==> config.mk <==
export PLATFORM = sky130hd
export DESIGN_NAME = fdre_index
export DESIGN_NICKNAME = d
export VERILOG_FILES = /design/src/hw/rtl/fdre_pkg.sv /design/src/hw/rtl/fdre_index.sv
export SDC_FILE = /design/constraint.sdc
export NUM_CORES = 1
export LEC_CHECK = 0
export ABC_CLOCK_PERIOD_IN_PS = 4820
export BUFFER_PORTS_ARGS = -buffer_cell sky130_fd_sc_hd__buf_2
export CAP_MARGIN = 30
export CORE_ASPECT_RATIO = 0.9
export CORE_MARGIN = 5
export CORE_UTILIZATION = 45
export CTS_BUF_LIST = sky130_fd_sc_hd__clkbuf_4
export CTS_CLUSTER_SIZE = 28
export DETAILED_ROUTE_END_ITERATION = 6
export MAX_ROUTING_LAYER = met4
export PLACE_DENSITY_LB_ADDON = 0.12
export RECOVER_POWER = 50
export REMOVE_ABC_BUFFERS = 1
export SLEW_MARGIN = 0
export SYNTH_ARGS = -nofsm -noshare
export SYNTH_HDL_FRONTEND = slang
export SYNTH_SLANG_ARGS = --single-unit
==> constraint.sdc <==
create_clock -name aclk -period 4.82 [get_ports aclk]
set_input_delay 0.241 -clock aclk [delete_from_list [all_inputs] [get_ports aclk]]
set_output_delay 0.241 -clock aclk [all_outputs]
set_load 0.01 [all_outputs]
==> src/hw/rtl/fdre_pkg.sv <==
// Shared types and constants for the frame delta run encoder.
package fdre_pkg;

    // Reference store size and the widths that follow from it.
    localparam int unsigned MAX_FRAME_WORDS = 524288;
    localparam int unsigned ADDR_W          = $clog2(MAX_FRAME_WORDS);
    localparam int unsigned CNT_W           = $clog2(MAX_FRAME_WORDS + 1);

    // Fixed field widths.
    localparam int unsigned CFG_W   = 20;
    localparam int unsigned WORD_W  = 32;
    localparam int unsigned RUN_W   = 22;
    localparam int unsigned TOTAL_W = 23;
    localparam int unsigned CMP_W   = (CFG_W > CNT_W) ? CFG_W : CNT_W;

    // Byte accounting: each data word is four bytes, a run header is two words.
    localparam int unsigned BYTES_PER_WORD = 4;
    localparam int unsigned RUN_HDR_BYTES  = 2 * BYTES_PER_WORD;

    // Command carried in s_tuser.
    typedef enum logic {
        CMD_LOAD   = 1'b0,
        CMD_ENCODE = 1'b1
    } cmd_t;

    // Record kind carried in m_tuser.
    typedef enum logic [1:0] {
        KIND_OFFSET = 2'd0,
        KIND_DATA   = 2'd1,
        KIND_LENGTH = 2'd2,
        KIND_TOTAL  = 2'd3
    } kind_t;

    // One accepted word with its frame position.
    typedef struct packed {
        cmd_t              cmd;
        logic [WORD_W-1:0] word;
        logic [ADDR_W-1:0] idx;
        logic              last;
    } item_t;

endpackage

==> src/hw/rtl/fdre_index.sv <==
// Frame length register and word index tracking for the frame delta run encoder.
module fdre_index (
    input  logic                         aclk,
    input  logic                         aresetn,
    input  logic                         cfg_write,
    input  logic [fdre_pkg::CFG_W-1:0]   cfg_data,
    input  logic                         take,
    input  logic [fdre_pkg::WORD_W-1:0]  word_in,
    input  logic                         cmd_in,
    output fdre_pkg::item_t              item
);

    logic [fdre_pkg::CFG_W-1:0]  frame_words_reg;
    logic [fdre_pkg::ADDR_W-1:0] word_index_reg;
    logic [fdre_pkg::ADDR_W-1:0] word_index_next;
    logic [fdre_pkg::ADDR_W-1:0] idx;
    logic [fdre_pkg::CMP_W-1:0]  fw_ext;
    logic [fdre_pkg::CMP_W-1:0]  eff_words;
    logic [fdre_pkg::CMP_W-1:0]  last_idx;
    logic                        last_word;

    // Frame length register.
    always_ff @(posedge aclk) begin
        if (!aresetn) begin
            frame_words_reg <= fdre_pkg::CFG_W'(fdre_pkg::MAX_FRAME_WORDS);
        end else if (cfg_write) begin
            frame_words_reg <= cfg_data;
        end
    end

    // Effective frame length: zero acts as one, oversize acts as the store size.
    always_comb begin
        fw_ext = fdre_pkg::CMP_W'(frame_words_reg);
        if (fw_ext == '0) begin
            eff_words = fdre_pkg::CMP_W'(1);
        end else if (fw_ext > fdre_pkg::CMP_W'(fdre_pkg::MAX_FRAME_WORDS)) begin
            eff_words = fdre_pkg::CMP_W'(fdre_pkg::MAX_FRAME_WORDS);
        end else begin
            eff_words = fw_ext;
        end
        last_idx = eff_words - fdre_pkg::CMP_W'(1);
    end

    // Current position, clamped to the store, and the end-of-frame decision.
    always_comb begin
        if (fdre_pkg::CMP_W'(word_index_reg) > fdre_pkg::CMP_W'(fdre_pkg::MAX_FRAME_WORDS - 1)) begin
            idx = fdre_pkg::ADDR_W'(fdre_pkg::MAX_FRAME_WORDS - 1);
        end else begin
            idx = word_index_reg;
        end
        last_word       = (fdre_pkg::CMP_W'(idx) >= last_idx);
        word_index_next = last_word ? '0 : idx + fdre_pkg::ADDR_W'(1);
    end

    // The index advances on every accepted transfer, load or encode alike.
    always_ff @(posedge aclk) begin
        if (!aresetn) begin
            word_index_reg <= '0;
        end else if (take) begin
            word_index_reg <= word_index_next;
        end
    end

    assign item.cmd  = fdre_pkg::cmd_t'(cmd_in);
    assign item.word = word_in;
    assign item.idx  = idx;
    assign item.last = last_word;

endmodule

==> results of run 1 <==
## cell type report
type / count / share of cell area
inverters: 4 / 0.005247
clock buffers: 6 / 0.01574
well taps: 72 / 0.03148
repair buffers: 47 / 0.08526
clock inverters: 2 / 0.002624
flip-flops and latches: 39 / 0.2728
multi-input cells: 234 / 0.5868
## repair_timing
item | in CTS | in global routing
gates resized for setup | 0 | 1
setup endpoints to repair | 0 | 1
hold buffers | 0 | 0
## through the flow
step	hold WS, ns	worst slack (ns)	power (mW)	cell area, um^2	instances
2_1_floorplan	0.3396	0.8292	0.4488	2472	277
3_3_place_gp	0.4612	0.6817	0.4933	2808	396
3_5_place_dp	0.4580	0.5900	0.4933	2808	396
4_1_cts	0.09289	0.3033	0.6660	2860	404
5_1_grt	0.1190	0.04960	0.7052	2861	404
6_report	0.1104	0.4057	0.6538	2861	404
## power groups by stage
| stage | clock network (mW) | logic (mW) | registers [mW] |
|---|---|---|---|
| after CTS | 0.179 | 0.139 | 0.348 |
| after global placement | 0 | 0.138 | 0.355 |
| after global routing | 0.198 | 0.157 | 0.351 |
| after floorplan | 0 | 0.0948 | 0.354 |
| after detailed placement | 0 | 0.138 | 0.356 |
| final | 0.167 | 0.138 | 0.348 |
## logic make-up (layout without fill, tap and decap cells)
kind of cell,count (synthesis),after routing
DFF,39,39
muxes,20,20
AOI/OAI and AO/OA,48,48
and+or+nand+nor,123,123
buffers and inverters,48,59
xor gates and xnor gates,22,22
adders and majority gates,21,21
## final timing paths
check / startpoint / to / slack (ns) / cells after the start
setup / recovery: frame_words_reg[14]$_SDFFE_PN0P_ / item[0] / 0.41 / 14
hold reg to reg: frame_words_reg[6]$_SDFFE_PN0P_ / frame_words_reg[6]$_SDFFE_PN0P_ / 0.55 / 2
setup reg to reg: frame_words_reg[14]$_SDFFE_PN0P_ / idx[17]$_SDFFE_PN0P_ / 0.62 / 15
hold / removal: cfg_data[19] / frame_words_reg[19]$_SDFFE_PN1P_ / 0.11 / 3
## cell usage in the layout (no fill, tap or decap), types with 5 or more instances in the layout
| master | Yosys | final |
|---|---|---|
| mux2i_1 | 20 | 20 |
| buf_2 | 0 | 42 |
| ha_1 | 21 | 20 |
| xnor2_1 | 6 | 6 |
| xor2_1 | 16 | 16 |
| and3_1 | 6 | 6 |
| o21ai_0 | 5 | 5 |
| a21oi_1 | 5 | 5 |
| nand4_1 | 9 | 9 |
| nor3_1 | 9 | 9 |
| nand3_1 | 8 | 8 |
| a21o_1 | 5 | 5 |
| nor2_1 | 28 | 28 |
| dfxtp_1 | 39 | 39 |
| nand2_1 | 19 | 19 |
| clkbuf_4 | 0 | 6 |
| nor2b_1 | 23 | 23 |
## worst min-delay path, stage by stage
cell,delay (ns)
buf_2,0.08
nand2_1,0.04
o211ai_1,0.06
## layer usage
metal  routed length [um]  part of all wire
met5                    0                 0
met4                   57            0.0081
met3                  855              0.12
met2                 2779              0.39
met1                 3375              0.48
==> run_results.csv, run 1 <==
group,metric,value,unit
grt,grt_overflow,0,
critical_path,max_stage_delay,0.57,ns
finish,fill_cells,600,
sta,finalSetupTns,0,ns
power_and_ir_drop,peakVddDrop,0.1008,mV
synth,synth_ff_type,"dfxtp_1",
synth,synth_xor_area_frac,0.06968,
finish,syn_to_final_growth,3.484,%
finish,largest_reg_flops,20,
synth,synth_compound_area_frac,0.1299,
grt,grt_pass1_vias,2206,
floorplan,die_area,7815,um^2
critical_path,path_max_fanout,11,
cts,clock_latency,0.34,ns
critical_path,path_class,"reg -> out",
grt,grt_util_all_layers,0.1941,
routing,dr.pass1.iters,4,
floorplan,io_pins,110,
outcome,status,"completed",
routing,wirelength,7067,um
power_and_ir_drop,combPwrFrac,0.211,
power_and_ir_drop,switchingPower,0.1965,mW
critical_path,arrival,4.17,ns
cts,htree_levels,2,
grt,met1_usage,0.2583,
worst_hold_path,hold_path_class,"in -> reg",
critical_path,path_buf_inv,1,
synth,avgSynthCellArea,8.614,um^2
synth,muxShareOfSynthArea,0.07240,
sta,final.period_utilization,0.9158,
finish,utilization,0.4732,
synth,synth.most_common_cell,"dfxtp_1",
routing,num_vias,2237,
critical_path,cp_cell_sequence,"or4_4 > or3_4 > nor3_2 > o21ai_1 > ha_2 > a21boi_1 > a21boi_1 > xnor2_1 > ha_1 > a21o_1 > nand2_1 > nand4_1 > o32a_1 > buf_2",
power_and_ir_drop,intPower,0.4573,mW
sta,finalHoldViolations,0,
routing,drc,0,
synth,synthSimpleGateAreaFrac,0.2394,
routing,drt_iter0_drc,94,
critical_path,required,4.58,ns
cts,cts.sinks,39,
synth,yosys-top-cells-area,"dfxtp_1 (28%), ha_1 (9.5%), buf_4 (9.2%)",
sta,skew,0.008160,ns
critical_path,critPathMostFrequentCell,"a21boi_1",
cts,cts_buffers,5,
synth,synth_top_family_by_area,"simple AND/OR/NAND/NOR gates",
sta,fin_crit,4.414,ns
finish,regArea,780.7,um^2
cts,cts_max_path_buffers,2,
floorplan,placementRows,27,
power_and_ir_drop,clkPwrFrac,0.256,
synth,synth-async-reset-ratio,0,
sta,fmax,226.5,MHz
finish,multiInputGateArea,1679,um^2
sta,grt_setup_unrepaired,"false",
critical_path,crit_path_start_kind,"flop",
cts,cts_root_buf,"clkbuf_4",
grt,antenna_found_initial,0,
floorplan,fp.coreArea,6047,um^2
synth,synth_edf_count,0,
floorplan,start_util,0.4573,
synth,synth_cell_types,49,
routing,ant_nets,0,
synth,synth.largest_area_cell,"dfxtp_1",
floorplan,fp.dieW,92.63,um
synth,yosysWarnings,0,
power_and_ir_drop,p_seq_frac,0.532,
floorplan,die_h,84.37,um
synth,netlist_top_cells_count,"dfxtp_1 (39), buf_4 (34), nor2_1 (28), nor2b_1 (23), ha_1 (21)",
grt,busiest_layer,"met1",
synth,syn_area,2765,um^2
cts,cts.clk_slew.worst_paths,0.12,ns
grt,grtUsageMet2,0.2497,
grt,grt_pass1_wl,11690,um
placement,hpwl,5443,um
synth,synth_seq_area_share,0.2824,
sta,slew_headroom,0.06741,
grt,grt_max_degree,26,
routing,via_per_inst,5.537,
grt,met3_usage,0.1165,
critical_path,critical-path-top-delay-family,"simple AND/OR/NAND/NOR gates",
synth,synthAdderAreaFrac,0.09502,
power_and_ir_drop,power-per-cell-area,228.5,nW/um^2
critical_path,slowest_stage,"or4_4",
power_and_ir_drop,switching_share,0.3005,
synth,synth_seq_cells,39,
placement,port_buffers,43,
routing,post_drt_wl_per_cell,17.49,um
sta,setup_viol,0,
sta,tightest_slew,1.399,ns
power_and_ir_drop,power.leakage,1.349,nW
job,cap_violations,0,
sta,slew_violations,0,
critical_path,cp-end-kind,"output port",
finish,antennaDiodeCount,0,
synth,yosysTopAreaCellShare,0.2824,
cts,cts_setup_buffers,0,
placement,place_congestion,0.8889,
cts,cts_tree,"done",
synth,postSynthCellCount,321,
finish,drive_gt1_frac,0.1807,
finish,final_nets,409,
(Power assumes the default switching activity.)
==> run 2, diff against run 1 <==
==> constraint.sdc (replaced) <==
create_clock -name aclk -period 4.82 [get_ports aclk]
set_input_delay 0.241 -clock aclk [delete_from_list [all_inputs] [get_ports aclk]]
set_output_delay 0.241 -clock aclk [all_outputs]
set_load 0.1 [all_outputs]
==> run 2 against run 1 <==
  * Total power grew 2.3%
  * Die area is the same
  * Critical path depth is the same
  * Clock skew shrank 0.0036 ns
  * Count of clock-buffer cells in the layout shrank 1
  * Sequential share of layout area is essentially flat
  * Worst hold slack lost 0.015 ns
  * Non-clock buffer count shrank 1
  * Flip-flop and latch count is the same
  * Maximum frequency shrank 4.0%
==> run_results.csv, run 2 (synthesis gave the netlist of run 1 again) <==
group,metric,value,unit
cts,cts_tree,"done",
routing,ant_nets,0,
grt,grtUsageMet2,0.2339,
sta,final.period_utilization,0.9540,
finish,final_nets,408,
cts,cts_root_buf,"clkbuf_4",
placement,dp_slack,0.5488,ns
cts,cts_max_path_buffers,2,
critical_path,path_max_fanout,7,
critical_path,arrival,4.36,ns
finish,largest_reg_flops,20,
cts,clock_latency,0.36,ns
floorplan,io_pins,110,
grt,busiest_layer,"met1",
floorplan,die_h,84.37,um
finish,instances_no_fill,403,
cts,cts.clk_slew.worst_paths,0.12,ns
placement,dp_cells,395,
sta,grt_setup_unrepaired,"false",
job,cap_violations,0,
floorplan,die_area,7815,um^2
grt,met1_usage,0.2542,
critical_path,crit_path_start_kind,"flop",
worst_hold_path,hold_path_class,"in -> reg",
cts,cts.sinks,39,
sta,slew_violations,0,
cts,cts_setup_buffers,0,
finish,layout_commonest_cell,"buf_2",
cts,cts_resized,0,
placement,hpwl,5491,um
grt,grt_util_all_layers,0.1894,
floorplan,fp.coreArea,6047,um^2
routing,drc,0,
outcome,status,"completed",
floorplan,fp.dieW,92.63,um
grt,antenna_found_initial,0,
cts,cts_buffers,5,
cts,htree_levels,2,
sta,fmax,217.5,MHz
floorplan,placementRows,27,
critical_path,required,4.58,ns
sta,skew,0.004547,ns
routing,wirelength,7217,um
sta,setup_viol,0,
sta,finalSetupTns,0,ns
grt,grt_pass1_vias,2085,
routing,post_drt_wl_per_cell,17.91,um
routing,num_vias,2245,
routing,drt_iter0_drc,81,
finish,antennaDiodeCount,0,
grt,grt_pass1_wl,11240,um
power_and_ir_drop,power.leakage,1.349,nW
finish,final_cell_mix,"buf_2 (41), dfxtp_1 (39), nor2_1 (28)",
placement,port_buffers,43,
sta,slew_headroom,0.03771,
grt,grt_max_degree,26,
power_and_ir_drop,peakVddDrop,0.1248,mV
power_and_ir_drop,power-per-cell-area,234.0,nW/um^2
routing,dr.pass1.iters,4,
placement,place_congestion,0.8581,
grt,met3_usage,0.1165,
critical_path,cp-end-kind,"output port",
sta,fin_crit,4.598,ns
sta,final.setup.worst_slack,0.2219,ns
floorplan,start_util,0.4573,
sta,finalHoldViolations,0,
sta,tightest_slew,1.443,ns
routing,via_per_inst,5.571,
finish,drive_gt1_frac,0.1843,
cts,cts-hold-fix-buffers,0,
finish,syn_to_final_growth,3.394,%
critical_path,path_class,"reg -> out",
grt,grt_overflow,0,
run 2: power breakdown:
group          switching (mW)  internal [mW]
Sequential             0.0147          0.334
Clock                   0.117         0.0544
Combinational          0.0860         0.0632
Total                   0.218          0.451
run 2: metrics by stage:
stage / util / total power [mW] / hold slack, ns / area [um^2]
3_5_place_dp: 0.4631 / 0.5034 / 0.4690 / 2800
4_1_cts: 0.4718 / 0.6795 / 0.07832 / 2853
6_report: 0.4728 / 0.6691 / 0.09558 / 2859
2_1_floorplan: - / 0.4586 / 0.3396 / 2472
3_3_place_gp: 0.4631 / 0.5025 / 0.4613 / 2800
5_1_grt: 0.4728 / 0.7140 / 0.09028 / 2859
run 2: layer usage:
layer,vias to the layer above,share of wire
met2,95,0.38
met4,0,0.014
li1,1131,-
met3,9,0.12
met1,1010,0.48
met5,-,0
run 2: final timing paths:
kind / start / endpoint / slack, ns / cells after the start
worst max-delay path: frame_words_reg[15]$_SDFFE_PN0P_ / item[0] / 0.22 / 14
worst min-delay path: cfg_data[19] / frame_words_reg[19]$_SDFFE_PN1P_ / 0.1 / 3
worst max register to register: frame_words_reg[15]$_SDFFE_PN0P_ / idx[8]$_SDFFE_PN0P_ / 0.54 / 15
worst min register to register: frame_words_reg[6]$_SDFFE_PN0P_ / frame_words_reg[6]$_SDFFE_PN0P_ / 0.55 / 2
run 2: worst max-delay path, stage by stage, from the launching register on:
cell	delay, ns
dfxtp_1	0.39
or4_4	0.56
or3_4	0.37
nor3_2	0.31
o21ai_1	0.14
ha_1	0.22
a21boi_1	0.16
a21boi_1	0.22
xnor2_1	0.19
ha_1	0.33
a21o_1	0.18
nand2_1	0.08
nand4_1	0.10
o32a_1	0.47
buf_4	0.28
run 2: layout make-up:
class                      count  area (um^2)
clock buffer                   5        37.54
clock inverter                 3        15.01
fill                         631         3188
inverter                       4        15.01
multi-input combinational    234         1682
sequential                    39        780.7
tap                           72        90.09
timing repair buffer          46        239.0
