==> src/hw/rtl/fdre_pkg.sv <==
// Shared types and constants for the frame delta run encoder.
package fdre_pkg;

    // Reference store size and the widths that follow from it.
    localparam int unsigned MAX_FRAME_WORDS = 524288;
    localparam int unsigned ADDR_W          = $clog2(MAX_FRAME_WORDS);
    localparam int unsigned CNT_W           = $clog2(MAX_FRAME_WORDS + 1);

    // Fixed field widths.
    localparam int unsigned CFG_W   = 20;
    localparam int unsigned WORD_W  = 32;
    localparam int unsigned RUN_W   = 22;
    localparam int unsigned TOTAL_W = 23;
    localparam int unsigned CMP_W   = (CFG_W > CNT_W) ? CFG_W : CNT_W;

    // Byte accounting: each data word is four bytes, a run header is two words.
    localparam int unsigned BYTES_PER_WORD = 4;
    localparam int unsigned RUN_HDR_BYTES  = 2 * BYTES_PER_WORD;

    // Command carried in s_tuser.
    typedef enum logic {
        CMD_LOAD   = 1'b0,
        CMD_ENCODE = 1'b1
    } cmd_t;

    // Record kind carried in m_tuser.
    typedef enum logic [1:0] {
        KIND_OFFSET = 2'd0,
        KIND_DATA   = 2'd1,
        KIND_LENGTH = 2'd2,
        KIND_TOTAL  = 2'd3
    } kind_t;

    // One accepted word with its frame position.
    typedef struct packed {
        cmd_t              cmd;
        logic [WORD_W-1:0] word;
        logic [ADDR_W-1:0] idx;
        logic              last;
    } item_t;

endpackage

==> src/hw/rtl/fdre_encode.sv <==
// Compare stage, run accounting and result register of the frame delta run encoder.
module fdre_encode (
    input  logic                         aclk,
    input  logic                         aresetn,
    input  logic                         take,
    input  fdre_pkg::item_t              item_in,
    output logic                         in_ready,
    input  logic [fdre_pkg::WORD_W-1:0]  ref_data,
    output logic                         wr_en,
    output logic [fdre_pkg::ADDR_W-1:0]  wr_addr,
    output logic [fdre_pkg::WORD_W-1:0]  wr_data,
    output logic                         m_tvalid,
    input  logic                         m_tready,
    output logic [fdre_pkg::WORD_W-1:0]  m_tdata,
    output logic [1:0]                   m_tuser,
    output logic                         m_tlast
);

    // Stage registers.
    logic                          b_valid_reg;
    fdre_pkg::item_t               b_item_reg;
    logic                          byp_hit_reg;
    logic [fdre_pkg::WORD_W-1:0]   byp_data_reg;
    logic [3:0]                    sent_reg;
    logic [3:0]                    sent_next;

    // Run state.
    logic                          in_run_reg;
    logic                          in_run_next;
    logic [fdre_pkg::RUN_W-1:0]    run_bytes_reg;
    logic [fdre_pkg::RUN_W-1:0]    run_bytes_next;
    logic [fdre_pkg::TOTAL_W-1:0]  total_reg;
    logic [fdre_pkg::TOTAL_W-1:0]  total_next;

    // Result register.
    logic                          m_valid_reg;
    logic [fdre_pkg::WORD_W-1:0]   m_value_reg;
    fdre_pkg::kind_t               m_kind_reg;
    logic                          m_last_reg;

    logic [fdre_pkg::WORD_W-1:0]   ref_word;
    logic                          is_enc;
    logic                          changed;
    logic [3:0]                    need;
    logic [3:0]                    pending;
    logic [3:0]                    sel_mask;
    fdre_pkg::kind_t               sel_kind;
    logic                          out_free;
    logic                          emit;
    logic                          done;
    logic [fdre_pkg::RUN_W-1:0]    run_after;
    logic [fdre_pkg::TOTAL_W-1:0]  total_after;
    logic [fdre_pkg::WORD_W-1:0]   sel_value;

    // A write that retires on the same edge as a read to the same entry is forwarded.
    assign ref_word = byp_hit_reg ? byp_data_reg : ref_data;

    // Compare and decide which records this word produces.
    always_comb begin
        is_enc  = (b_item_reg.cmd == fdre_pkg::CMD_ENCODE);
        changed = is_enc && (ref_word != b_item_reg.word);
        need[fdre_pkg::KIND_OFFSET] = changed && !in_run_reg;
        need[fdre_pkg::KIND_DATA]   = changed;
        need[fdre_pkg::KIND_LENGTH] = is_enc && ((changed && b_item_reg.last)
                                                 || (!changed && in_run_reg));
        need[fdre_pkg::KIND_TOTAL]  = is_enc && b_item_reg.last;
        pending = b_valid_reg ? (need & ~sent_reg) : 4'b0000;
    end

    // Byte counts after this word.
    always_comb begin
        run_after = (in_run_reg ? run_bytes_reg : '0)
                    + fdre_pkg::RUN_W'(fdre_pkg::BYTES_PER_WORD);
        if (!changed) begin
            total_after = total_reg;
        end else if (in_run_reg) begin
            total_after = total_reg + fdre_pkg::TOTAL_W'(fdre_pkg::BYTES_PER_WORD);
        end else begin
            total_after = total_reg + fdre_pkg::TOTAL_W'(fdre_pkg::RUN_HDR_BYTES
                                                         + fdre_pkg::BYTES_PER_WORD);
        end
    end

    // Pick the first record still owed, in record order.
    always_comb begin
        if (pending[fdre_pkg::KIND_OFFSET]) begin
            sel_kind = fdre_pkg::KIND_OFFSET;
        end else if (pending[fdre_pkg::KIND_DATA]) begin
            sel_kind = fdre_pkg::KIND_DATA;
        end else if (pending[fdre_pkg::KIND_LENGTH]) begin
            sel_kind = fdre_pkg::KIND_LENGTH;
        end else begin
            sel_kind = fdre_pkg::KIND_TOTAL;
        end
        sel_mask = 4'b0001 << sel_kind;

        case (sel_kind)
            fdre_pkg::KIND_OFFSET: sel_value = fdre_pkg::WORD_W'({b_item_reg.idx, 2'b00});
            fdre_pkg::KIND_DATA:   sel_value = b_item_reg.word;
            fdre_pkg::KIND_LENGTH: sel_value = changed ? fdre_pkg::WORD_W'(run_after)
                                                       : fdre_pkg::WORD_W'(run_bytes_reg);
            default:               sel_value = fdre_pkg::WORD_W'(total_after);
        endcase
    end

    // Handshake control: the word retires with its last record or at once if it has none.
    always_comb begin
        out_free = !m_valid_reg || m_tready;
        emit     = (pending != 4'b0000) && out_free;
        done     = b_valid_reg && ((pending == 4'b0000)
                                   || (emit && ((pending & ~sel_mask) == 4'b0000)));
        in_ready = !b_valid_reg || done;

        if (take || done) begin
            sent_next = 4'b0000;
        end else if (emit) begin
            sent_next = sent_reg | sel_mask;
        end else begin
            sent_next = sent_reg;
        end
    end

    // Run state after the word retires.
    always_comb begin
        if (!is_enc) begin
            in_run_next    = 1'b0;
            run_bytes_next = '0;
            total_next     = '0;
        end else begin
            in_run_next    = changed && !b_item_reg.last;
            run_bytes_next = (changed && !b_item_reg.last) ? run_after : '0;
            total_next     = b_item_reg.last ? '0 : total_after;
        end
    end

    // The retiring word always goes back to the reference store.
    assign wr_en   = done;
    assign wr_addr = b_item_reg.idx;
    assign wr_data = b_item_reg.word;

    // Control registers.
    always_ff @(posedge aclk) begin
        if (!aresetn) begin
            b_valid_reg   <= 1'b0;
            sent_reg      <= 4'b0000;
            in_run_reg    <= 1'b0;
            run_bytes_reg <= '0;
            total_reg     <= '0;
            m_valid_reg   <= 1'b0;
        end else begin
            sent_reg <= sent_next;
            if (take) begin
                b_valid_reg <= 1'b1;
            end else if (done) begin
                b_valid_reg <= 1'b0;
            end
            if (done) begin
                in_run_reg    <= in_run_next;
                run_bytes_reg <= run_bytes_next;
                total_reg     <= total_next;
            end
            if (emit) begin
                m_valid_reg <= 1'b1;
            end else if (m_tready) begin
                m_valid_reg <= 1'b0;
            end
        end
    end

    // Payload registers.
    always_ff @(posedge aclk) begin
        if (take) begin
            b_item_reg   <= item_in;
            byp_hit_reg  <= wr_en && (wr_addr == item_in.idx);
            byp_data_reg <= wr_data;
        end
        if (emit) begin
            m_value_reg <= sel_value;
            m_kind_reg  <= sel_kind;
            m_last_reg  <= (sel_kind == fdre_pkg::KIND_TOTAL);
        end
    end

    assign m_tvalid = m_valid_reg;
    assign m_tdata  = m_value_reg;
    assign m_tuser  = m_kind_reg;
    assign m_tlast  = m_last_reg;

endmodule

==> config.mk <==
export PLATFORM = sky130hd
export DESIGN_NAME = fdre_encode
export DESIGN_NICKNAME = d
export VERILOG_FILES = /design/src/hw/rtl/fdre_pkg.sv /design/src/hw/rtl/fdre_encode.sv
export SDC_FILE = /design/constraint.sdc
export NUM_CORES = 1
export LEC_CHECK = 0
export BUFFER_PORTS_ARGS = -buffer_cell sky130_fd_sc_hd__buf_2
export CAP_MARGIN = 0
export CORE_MARGIN = 1.5
export CORE_UTILIZATION = 43
export CTS_CLUSTER_SIZE = 12
export DETAILED_ROUTE_END_ITERATION = 16
export MAX_ROUTING_LAYER = met4
export SKIP_CTS_REPAIR_TIMING = 1
export SYNTH_ARGS = -nofsm -noshare
export SYNTH_HDL_FRONTEND = slang
export SYNTH_SLANG_ARGS = --single-unit
==> constraint.sdc <==
create_clock -name aclk -period 12.5 [get_ports aclk]
set_clock_uncertainty 0.2 [all_clocks]
set_input_delay 0.625 -clock aclk [delete_from_list [all_inputs] [get_ports aclk]]
set_output_delay 0.625 -clock aclk [all_outputs]
set_load 0.02 [all_outputs]
==> metrics, run 1 <==
status=finished clean; Syn Nets=913; Yosys top cell area share=0.409; total negative slack=0 ns; reg2reg path depth=9; largest net degree at the start of global routing=81; initial antenna violation count=0; Initial Util=0.439; CTS Sinks=171; synthesized cell area=8890 sq um; sequential element share of the synthesized area=0.522; drt total wl=24500 microns; IO Count=178; Reg power frac=0.490; PortBufs=177; period utilisation layout=0.369; WP data required=11.68 ns; vias=6890; Static Leak=3.70 nW; TritonCTS clock tree=yes; Power Density=134 nW/um^2; vias in the first global route=6403; VDD IR max=0.0982 mV; Post-synth ARST share=0; Via-to-Cell Ratio=5.65; num rows=52; Gate power share=0.120; die area=21500 sq um; EDFF count, synth=121; GPL Wtd Cong=0.859; Pint=976 uW; main flop type after synthesis=edfxtp_1; top-count cell post-synth=edfxtp_1; syn_area_per_cell=10.8 sq um; CTS max path bufs=2; Syn. warnings=0; DIE HEIGHT=147 microns; Synth area leader=edfxtp_1; CP arrival=3.79 ns; Clock Power Share=0.389; met2 wire len=10900 microns; Clk Latency, worst-skew pair=0.44 ns; Initial DRC Count=629; CP Capture Type=output port; switching share of total power=0.289; TritonRoute pass-1 iters=5; hpwl dp=17100 microns; Max Used Layer=met4; worst slew pin tran=1.33 ns; wire length per cell=20.1 microns; Final setup violation count=0; Gate Count Post-Synth=821; WS Path Type=reg -> out; Distinct cells, synth=66; commonest cells in the netlist=edfxtp_1 (121), xnor2_1 (71), nand2_1 (67), buf_4 (52), dfxtp_1 (50); hold path depth=1; fin nets=1029; CORE AREA=20200 sq um; final-report max-slew violation count=0; CTS Buf Count=17; global route overflow=0; first-pass GRT wire length=37800 microns; wire length on met3=1720 microns; DRT met1 WL=11300 microns; Critical Path Fanout Max=32; Max Cap Viol=0; final core utilization=0.505; root buffer cell=clkbuf_16; Die Width=147 microns; Period minus WS final=4.62 ns; Seq cells post-synth=171; antenna viol nets, final=0; DR DRC count=0; cells taking the most area after synthesis=edfxtp_1 (41%), dfxtp_1 (11%), xnor2_1 (7.0%); Max Fclk=0.217 GHz; layout cell share with drive strength beyond 1=0.253; CTS clk-pin slew, worst paths=0.08 ns; Sw Pwr=397 uW; RSZ-0062 raised after global routing=false; CP Launch Type=flop; H-tree depth=4; final hold vios=0; # diodes=0; Hold WC Path Type=in -> reg; synth-to-layout area growth=15.0%; GRT Overall Usage=0.238; Slew HR=0.113
-- final timing paths --
kind	slack [ns]	from	end
setup / recovery	7.88	byp_hit_reg	in_ready
hold / removal	0.16	item_in[37]	wr_data[17]
hold reg to reg	0.28	run_bytes_reg[0]	run_bytes_reg[0]
setup reg to reg	8.03	byp_hit_reg	m_tdata[13]
-- cell type report --
cell class / instances / area (sq um)
Clock buffer: 17 / 425
Sequential cell: 171 / 4630
Inverter: 18 / 67.6
Tap cell: 270 / 338
Fill cell: 1822 / 10000
Timing Repair Buffer: 186 / 956
Clock inverter: 15 / 163
Multi-Input combinational cell: 543 / 3630
-- power groups by stage --
stage / combinational (mW) / clock [mW] / sequential (mW)
finish: 0.165 / 0.535 / 0.674
global route: 0.179 / 0.566 / 0.677
CTS: 0.166 / 0.541 / 0.674
detailed placement: 0.165 / 0 / 0.686
global placement: 0.164 / 0 / 0.687
floorplan: 0.108 / 0 / 0.686
-- critical path, stage by stage (launching register included) --
cell	delay, ns
edfxtp_1	0.32
buf_4	0.46
mux2i_1	0.31
xnor2_1	0.10
nor4_1	0.44
nand4_1	0.44
nor3_1	0.62
a21oi_2	0.18
a21oi_1	0.23
nor2_1	0.07
buf_2	0.16
-- logic make-up (layout without fill, tap and decap cells) --
logic type | Yosys count | in the layout | share of synthesized area
adders and majority gates | 5 | 5 | 0.00732
muxes | 36 | 36 | 0.0411
buffers and inverters | 107 | 236 | 0.0724
AOI/OAI and AO/OA | 166 | 166 | 0.124
xor gates and xnor gates | 76 | 76 | 0.0749
and+or+nand+nor | 260 | 260 | 0.159
DFF | 171 | 171 | 0.522
-- stage by stage --
stage               total power [mW]  hold WS [ns]  instance area (sq um)  setup WS [ns]  instances
detailed placement             0.851         0.275                   9630           8.15       1188
finish                          1.37         0.160                  10200           7.88       1220
global route                    1.42         0.142                  10200           7.61       1220
floorplan                      0.794         0.253                   8890           7.81        821
global placement               0.850         0.268                   9630           8.27       1188
CTS                             1.38         0.143                  10200           7.89       1220
-- layer usage --
| metal | vias to the layer above | global-route usage |
|---|---|---|
| li1 | 3246 | - |
| met1 | 3290 | 0.334 |
| met2 | 317 | 0.341 |
| met3 | 37 | 0.0478 |
| met4 | 0 | 0.0864 |
| met5 | - | - |
-- cell usage in the layout, fill, tap and decap left out, types with 5 or more instances in the layout --
cell / instances
edfxtp_1: 121
and3_1: 11
nor3_1: 20
nand4_1: 18
xnor2_1: 71
mux2i_1: 32
a21oi_1: 19
nand3_1: 28
inv_8: 7
a22oi_1: 5
a22o_1: 5
o21a_1: 6
nand3b_1: 6
clkbuf_16: 17
nand4b_1: 6
or3_1: 16
buf_2: 176
dfxtp_1: 50
and4_1: 6
o21ai_0: 48
buf_4: 10
a31o_2: 5
inv_1: 18
nor2_1: 28
nand2_1: 67
and2_1: 17
o22ai_1: 5
nor4_1: 14
xor2_1: 5
a32o_1: 6
o21ai_1: 13
a32oi_1: 16
a21o_1: 11
(Power assumes the default switching activity.)
==> run 2: changes to the inputs <==
--- a/config.mk
+++ b/config.mk
@@ -12,6 +12,7 @@
 export CTS_CLUSTER_SIZE = 12
 export DETAILED_ROUTE_END_ITERATION = 16
 export MAX_ROUTING_LAYER = met4
+export PLACE_DENSITY = 0.67
 export SKIP_CTS_REPAIR_TIMING = 1
 export SYNTH_ARGS = -nofsm -noshare
 export SYNTH_HDL_FRONTEND = slang
==> constraint.sdc (replaced) <==
create_clock -name aclk -period 3.71 [get_ports aclk]
set_clock_uncertainty 0.2 [all_clocks]
set_input_delay 0.1855 -clock aclk [delete_from_list [all_inputs] [get_ports aclk]]
set_output_delay 0.1855 -clock aclk [all_outputs]
set_load 0.02 [all_outputs]
==> metrics, run 2 (synthesis results as in run 1) <==
CTS Buf Count=17; global route overflow=0; TritonCTS clock tree=yes; root buffer cell=clkbuf_16; WS Path Type=reg -> out; Slew HR=0.409; initial antenna violation count=0; CORE AREA=20200 sq um; fin nets=1108; Critical Path Fanout Max=32; Non-Filler Instances=1299; CP arrival=3.15 ns; die area=21500 sq um; Max Fclk=0.283 GHz; CP Launch Type=flop; final core utilization=0.546; Initial DRC Count=662; dpl cells=1210; largest net degree at the start of global routing=68; reg2reg path depth=11; status=finished clean; DR DRC count=0; first-pass GRT wire length=37900 microns; FILL cells=1740; hpwl dp=17500 microns; Hold WC Path Type=in -> reg; antenna viol nets, final=0; Power Density=428 nW/um^2; Final setup violation count=0; VDD IR max=0.337 mV; Clk Latency, worst-skew pair=0.44 ns; vias in the first global route=6448; CP Capture Type=output port; commonest non-fill, non-tap cell in the layout=buf_2; Initial Util=0.439; final hold vios=0; synth-to-layout area growth=24.3%; num rows=52; # diodes=0; hold path depth=3; CTS Sinks=171; IO Count=178; drt total wl=25500 microns; GPL Wtd Cong=0.840; Via-to-Cell Ratio=5.65; Static Leak=4.08 nW; TritonRoute pass-1 iters=5; WP data required=3.32 ns; layout cell share with drive strength beyond 1=0.262; vias=7337; Die Width=147 microns; worst hold slack=0.0794 ns; H-tree depth=4; wire length per cell=19.6 microns; GRT Overall Usage=0.238; PortBufs=177; most frequent cells in the layout=buf_2 (176), edfxtp_1 (121), xnor2_1 (71); Max Cap Viol=0; Period minus WS final=3.53 ns; DIE HEIGHT=147 microns; period utilisation layout=0.952; final-report max-slew violation count=0; CTS clk-pin slew, worst paths=0.07 ns; worst slew pin tran=0.886 ns; CTS max path bufs=2
## run 2: cell type report
| type | instances | area, sq um | share of cell area |
|---|---|---|---|
| clock inverters | 15 | 168 | 0.0152 |
| repair buffers | 265 | 1730 | 0.157 |
| clock buffers | 17 | 425 | 0.0385 |
| multi-input cells | 543 | 3680 | 0.333 |
| inverters | 18 | 67.6 | 0.00612 |
| well taps | 270 | 338 | 0.0306 |
| flip-flops and latches | 171 | 4630 | 0.420 |
## run 2: critical path, stage by stage, from the launching register on
cell and delay [ns]:
edfxtp_1 0.39, buf_12 0.25, mux2i_1 0.24, xnor2_1 0.08, nor4_1 0.43, and4_1 0.32
nand2_2 0.08, buf_4 0.22, a21oi_4 0.25, a21oi_1 0.11, nor2_1 0.13, buf_2 0.18
## run 2: path summary, 6_finish.rpt
kind / start / endpoint / slack [ns]
max: byp_hit_reg / in_ready / 0.18
min: m_tready / m_tvalid / 0.08
min reg2reg: run_bytes_reg[0] / run_bytes_reg[0] / 0.30
max reg2reg: byp_hit_reg / total_reg[21] / 0.24
## run 2: where the power goes
| part | internal [mW] | switching (mW) | total [mW] |
|---|---|---|---|
| registers | 2.17 | 0.0960 | 2.27 |
| clock network | 0.963 | 0.854 | 1.82 |
| logic | 0.265 | 0.379 | 0.644 |
| total | 3.40 | 1.33 | 4.73 |
## run 2: layer usage
| metal | global-route usage | vias to the layer above | share of wire |
|---|---|---|---|
| li1 | - | 3397 | - |
| met1 | 0.339 | 3555 | 0.45 |
| met2 | 0.351 | 345 | 0.46 |
| met3 | 0.0379 | 40 | 0.070 |
| met4 | 0.0702 | 0 | 0.020 |
| met5 | - | - | 0 |
## run 2: stage by stage
stage	setup TNS, ns	power, mW	cell area [sq um]	worst slack [ns]
2_1_floorplan	0	2.68	8900	0.0287
3_3_place_gp	0	2.88	9840	0.165
3_5_place_dp	0	2.89	9840	0.0224
4_1_cts	-0.489	4.69	10400	-0.268
5_1_grt	-0.0102	4.90	11000	-0.0102
6_report	0	4.73	11000	0.176
